## config.mk

```make
export PLATFORM = sky130hd
export DESIGN_NAME = lhs_fifo
export DESIGN_NICKNAME = d
export VERILOG_FILES = /design/src/rtl/lhs_pkg.sv /design/src/rtl/lhs_fifo.sv
export SDC_FILE = /design/constraint.sdc
export NUM_CORES = 1
export LEC_CHECK = 0
export BUFFER_PORTS_ARGS = -buffer_cell sky130_fd_sc_hd__buf_2
export CORE_MARGIN = 2
export CORE_UTILIZATION = 34
export CTS_CLUSTER_DIAMETER = 50
export DETAILED_ROUTE_END_ITERATION = 10
export PLACE_DENSITY_LB_ADDON = 0.08
export SLEW_MARGIN = 20
export SYNTH_ARGS = -nofsm -noshare
export SYNTH_HDL_FRONTEND = slang
export SYNTH_SLANG_ARGS = --single-unit
export TNS_END_PERCENT = 100
```

## constraint.sdc

```tcl
create_clock -name i_clk -period 5.3 [get_ports i_clk]
set_input_delay 0.53 -clock i_clk [delete_from_list [all_inputs] [get_ports i_clk]]
set_output_delay 0.53 -clock i_clk [all_outputs]
set_load 0.005 [all_outputs]
```

## src/rtl/lhs_pkg.sv

```systemverilog
// Shared types, constants and command codes for the latency statistics block.
// No dependencies; used by every RTL module but lhs_ram and lhs_checker.
package lhs_pkg;

    // Default geometry
    localparam int BUCKET_WIDTH_NS = 1000;
    localparam int NUM_BUCKETS     = 1024;
    localparam int QUEUE_DEPTH     = 4;

    // Field widths
    localparam int DATA_W    = 64;
    localparam int FRAC_W    = 17;
    localparam int BKT_W     = 32;
    localparam int IDX_MAX_W = 16;

    localparam logic [FRAC_W-1:0] FRAC_ONE = 17'h10000;

    // Command codes
    localparam logic [1:0] CMD_RECORD = 2'd0;
    localparam logic [1:0] CMD_QUERY  = 2'd1;
    localparam logic [1:0] CMD_CLEAR  = 2'd2;

    // Classified word passed from front to back
    typedef struct packed {
        logic [1:0]           cmd;
        logic [DATA_W-1:0]    sample;
        logic [FRAC_W-1:0]    frac;
        logic                 ovf;
        logic [IDX_MAX_W-1:0] idx;
    } t_work;

    // One result word
    typedef struct packed {
        logic [DATA_W-1:0] min_latency;
        logic [DATA_W-1:0] max_latency;
        logic [DATA_W-1:0] sample_sum;
        logic [DATA_W-1:0] sample_count;
        logic [DATA_W-1:0] overflow_count;
        logic [DATA_W-1:0] mean_latency;
        logic [DATA_W-1:0] percentile_latency;
    } t_result;

    // Divider request and response
    typedef struct packed {
        logic              start;
        logic [DATA_W-1:0] dividend;
        logic [DATA_W-1:0] divisor;
    } t_div_req;

    typedef struct packed {
        logic              done;
        logic [DATA_W-1:0] quotient;
    } t_div_rsp;

    typedef enum logic [1:0] {
        FR_IDLE,
        FR_DIV,
        FR_PUSH
    } t_front_state;

    typedef enum logic [3:0] {
        BK_SWEEP,
        BK_IDLE,
        BK_BKT,
        BK_MUL,
        BK_WALK_RD,
        BK_WALK_CHK,
        BK_DIV,
        BK_DIV_WAIT,
        BK_OUT
    } t_back_state;

endpackage

```

## src/rtl/lhs_fifo.sv

```systemverilog
// Short queue of classified words between the front and back sections.
// Depends on lhs_pkg for the word type.
module lhs_fifo #(
    parameter int DEPTH = lhs_pkg::QUEUE_DEPTH
) (
    input  logic           i_clk,
    input  logic           i_rst_n,
    input  logic           i_push,
    input  lhs_pkg::t_work i_data,
    output logic           o_full,
    input  logic           i_pop,
    output lhs_pkg::t_work o_data,
    output logic           o_empty
);
    localparam int PTR_W = $clog2(DEPTH);
    localparam int CNT_W = $clog2(DEPTH + 1);

    lhs_pkg::t_work   r_mem [DEPTH];
    logic [PTR_W-1:0] r_wp;
    logic [PTR_W-1:0] r_rp;
    logic [CNT_W-1:0] r_count;

    logic do_push;
    logic do_pop;

    assign o_full  = r_count == CNT_W'(DEPTH);
    assign o_empty = r_count == '0;
    assign do_push = i_push && !o_full;
    assign do_pop  = i_pop && !o_empty;
    assign o_data  = r_mem[r_rp];

    // pointers and fill level
    always_ff @(posedge i_clk) begin
        if (!i_rst_n) begin
            r_wp    <= '0;
            r_rp    <= '0;
            r_count <= '0;
        end else begin
            if (do_push) begin
                r_wp <= (r_wp == PTR_W'(DEPTH - 1)) ? '0 : r_wp + PTR_W'(1);
            end
            if (do_pop) begin
                r_rp <= (r_rp == PTR_W'(DEPTH - 1)) ? '0 : r_rp + PTR_W'(1);
            end
            unique case ({do_push, do_pop})
                2'b10:   r_count <= r_count + CNT_W'(1);
                2'b01:   r_count <= r_count - CNT_W'(1);
                default: r_count <= r_count;
            endcase
        end
    end

    // storage
    always_ff @(posedge i_clk) begin
        if (do_push) begin
            r_mem[r_wp] <= i_data;
        end
    end
endmodule

```

==> flow_summary.ini <==
[power_and_ir_drop]
p_seq_share_pct = 45.9
leakage_nw = 6.04
p_sw_mw = 2.22
intPower_mw = 6.65
swShare_pct = 25.0
clkPwrFrac_pct = 35.2
ir_worst_vdd_uv = 202
pwr-share-comb_pct = 18.9
power_density_mw_per_mm2 = 488
p_total_mw = 8.86

[global_route]
grt-ovfl-total = 0
grt_pass1_vias = 7628
grt_pass1_wl_mm = 48.4
grt_antenna_before_repair = 5
track_usage_pct = 14.3
grt_start_max_net_pins = 60

[floorplan]
coreArea_mm2 = 0.0439
die_h_um = 214
dieArea_mm2 = 0.0459
start_util_pct = 34.2
num_rows = 77
die_w_um = 214
ios = 206

[drt]
avgViaCountPerCell = 4.66
wl_per_cell_um = 22.3
drt_iter0_markers = 415
met1_length_mm = 12.6
met2_length_mm = 17.0
routed.top_layer = met5
met3_length_mm = 1.78
firstDrtPassIters = 4
drc = 0
vias = 6777
ant_nets = 0
wirelength_mm = 32.4

[logic_synthesis]
synth_cell_types = 25
synth_ff_type = edfxtp_1
yosys_warnings = 0
seq_area_frac_synth_pct = 81.2
synthArstFlopShare_pct = 0
avgSynthCellArea_um2 = 26.0
synth-edff-count = 400
ys_ff_latch = 409
syn_inst = 578
syn_nets = 689
synthesis.area_mm2 = 0.0150

[clock_network]
clk_latency_ps = 570
numCtsBuffers = 47
root_buffer = clkbuf_16
cts_buffer_depth = 3
cts_tree = done
clkSlewWorstSetupHoldPaths_ps = 50
cts_resized = 0
cts_htree_levels = 2
cts_hold_buf = 0
clock-sinks = 409
post_cts_buffers = 0

[setup_path]
arrival_ps = 2700
crit_path_end_kind = output pin
slowest_delay_ps = 740
crit_family = buffers and inverters
cp_max_fo = 29
start_kind = register
cp.buffers_inverters = 2
cp_slowest_cell = dfxtp_4
path_class = register to output pin
path_cells = buf_4 -> mux4_2 -> buf_2
worstPathRequired_ps = 4770

[timing]
maxSlewViolCount = 0
hold_violations = 0
setup_tns_ps = 0
period_minus_slack_ps = 3230
fin_ws_ps = 2070
fin_skew_ps = 16.2
fmax_mhz = 309
slew_headroom_pct = 32.3
finalSetupViolCount = 0
timing.final.crit_share_pct = 61.0
hold_slack_ps = 174
tightest_slew_ps = 1020
rsz0062_at_grt = no

[placed_design]
detailedPlacementHpwl_mm = 20.5
place_congestion = 0.712
port_buffers = 205
pre_cts_ws_ps = 2340

[final_layout]
num-fill-cells = 3910
drive_gt1_share_pct = 45.6
multi_input_area_mm2 = 0.00254
final_common_cell = edfxtp_1
regArea_mm2 = 0.0122
utilization_pct = 41.3
area_growth_pct = 20.8
nets = 932
final_cell_mix = edfxtp_1 (400), buf_2 (205), mux4_2 (100)

[job]
cap_violations = 0

[min_path]
hold_class = input pin to register

[outcome]
outcome = completed
## layer usage
| metal | vias up | track usage [%] |
|---|---|---|
| met5 | - | 0 |
| met4 | 6 | 5.42 |
| met3 | 72 | 3.86 |
| met2 | 165 | 25.5 |
| met1 | 3551 | 16.4 |
| li1 | 2983 | - |
## cells in the mapped netlist (all sizes together), types with 2 or more instances
library cell  count  area share, %
o21ai             4           0.13
nand2             7           0.17
nand3             2          0.067
mux2i             2           0.13
dfxtp             9            1.2
buf              23            1.8
inv               7           0.17
nor2              2          0.050
and2              6           0.25
edfxtp          400             80
ha                6           0.50
mux4            100             15
## layout make-up
class | count | share of cell area (%)
Inverter | 7 | 0.145
Antenna cell | 2 | 0.0276
Tap cell | 592 | 4.08
Sequential cell | 409 | 67.2
Timing Repair Buffer | 218 | 6.19
Multi-Input combinational cell | 138 | 14.0
Clock buffer | 62 | 7.02
Clock inverter | 25 | 1.35
## state kept, by name, indices dropped and copies added, names as in the netlist, named ones only
signal and count:
r_count 3, r_mem 400, r_rp 2, r_wp 2
## final timing paths
path | slack (ps) | cells after the start | from | endpoint
max | 2070 | 3 | register | o_data[27]
min | 170 | 1 | i_data[9] | r_mem[0][9]
max reg2reg | 2560 | 4 | r_count[2] | r_mem[2][47]
min reg2reg | 510 | 2 | r_wp[1] | r_wp[1]
## cells by family (layout without fill, tap and decap cells)
group	count (synthesis)	in the layout	share of synthesized area [%]
and+or+nand+nor	21	21	0.741
muxes	102	102	15.1
AOI/OAI and AO/OA	6	6	0.233
DFF	409	409	81.2
xor gates and xnor gates	2	2	0.117
buffers and inverters	31	312	2.00
adders and majority gates	7	7	0.633
other	0	2	0
## metrics by stage
stage                     instances  area, um^2
after CTS                      1451       18100
after floorplan                 578       15000
final                          1453       18200
after global placement         1364       16600
after global routing           1451       18100
after detailed placement       1364       16600
## power groups by stage
stage / clock (mW) / combinational (mW) / sequential, mW
final: 3.12 / 1.67 / 4.07
after detailed placement: 0 / 1.75 / 4.15
after CTS: 3.23 / 1.76 / 4.09
after global routing: 3.35 / 1.83 / 4.11
after global placement: 0 / 1.74 / 4.13
after floorplan: 0 / 1.18 / 4.06
No activity file was read; power rests on OpenSTA's default activity.
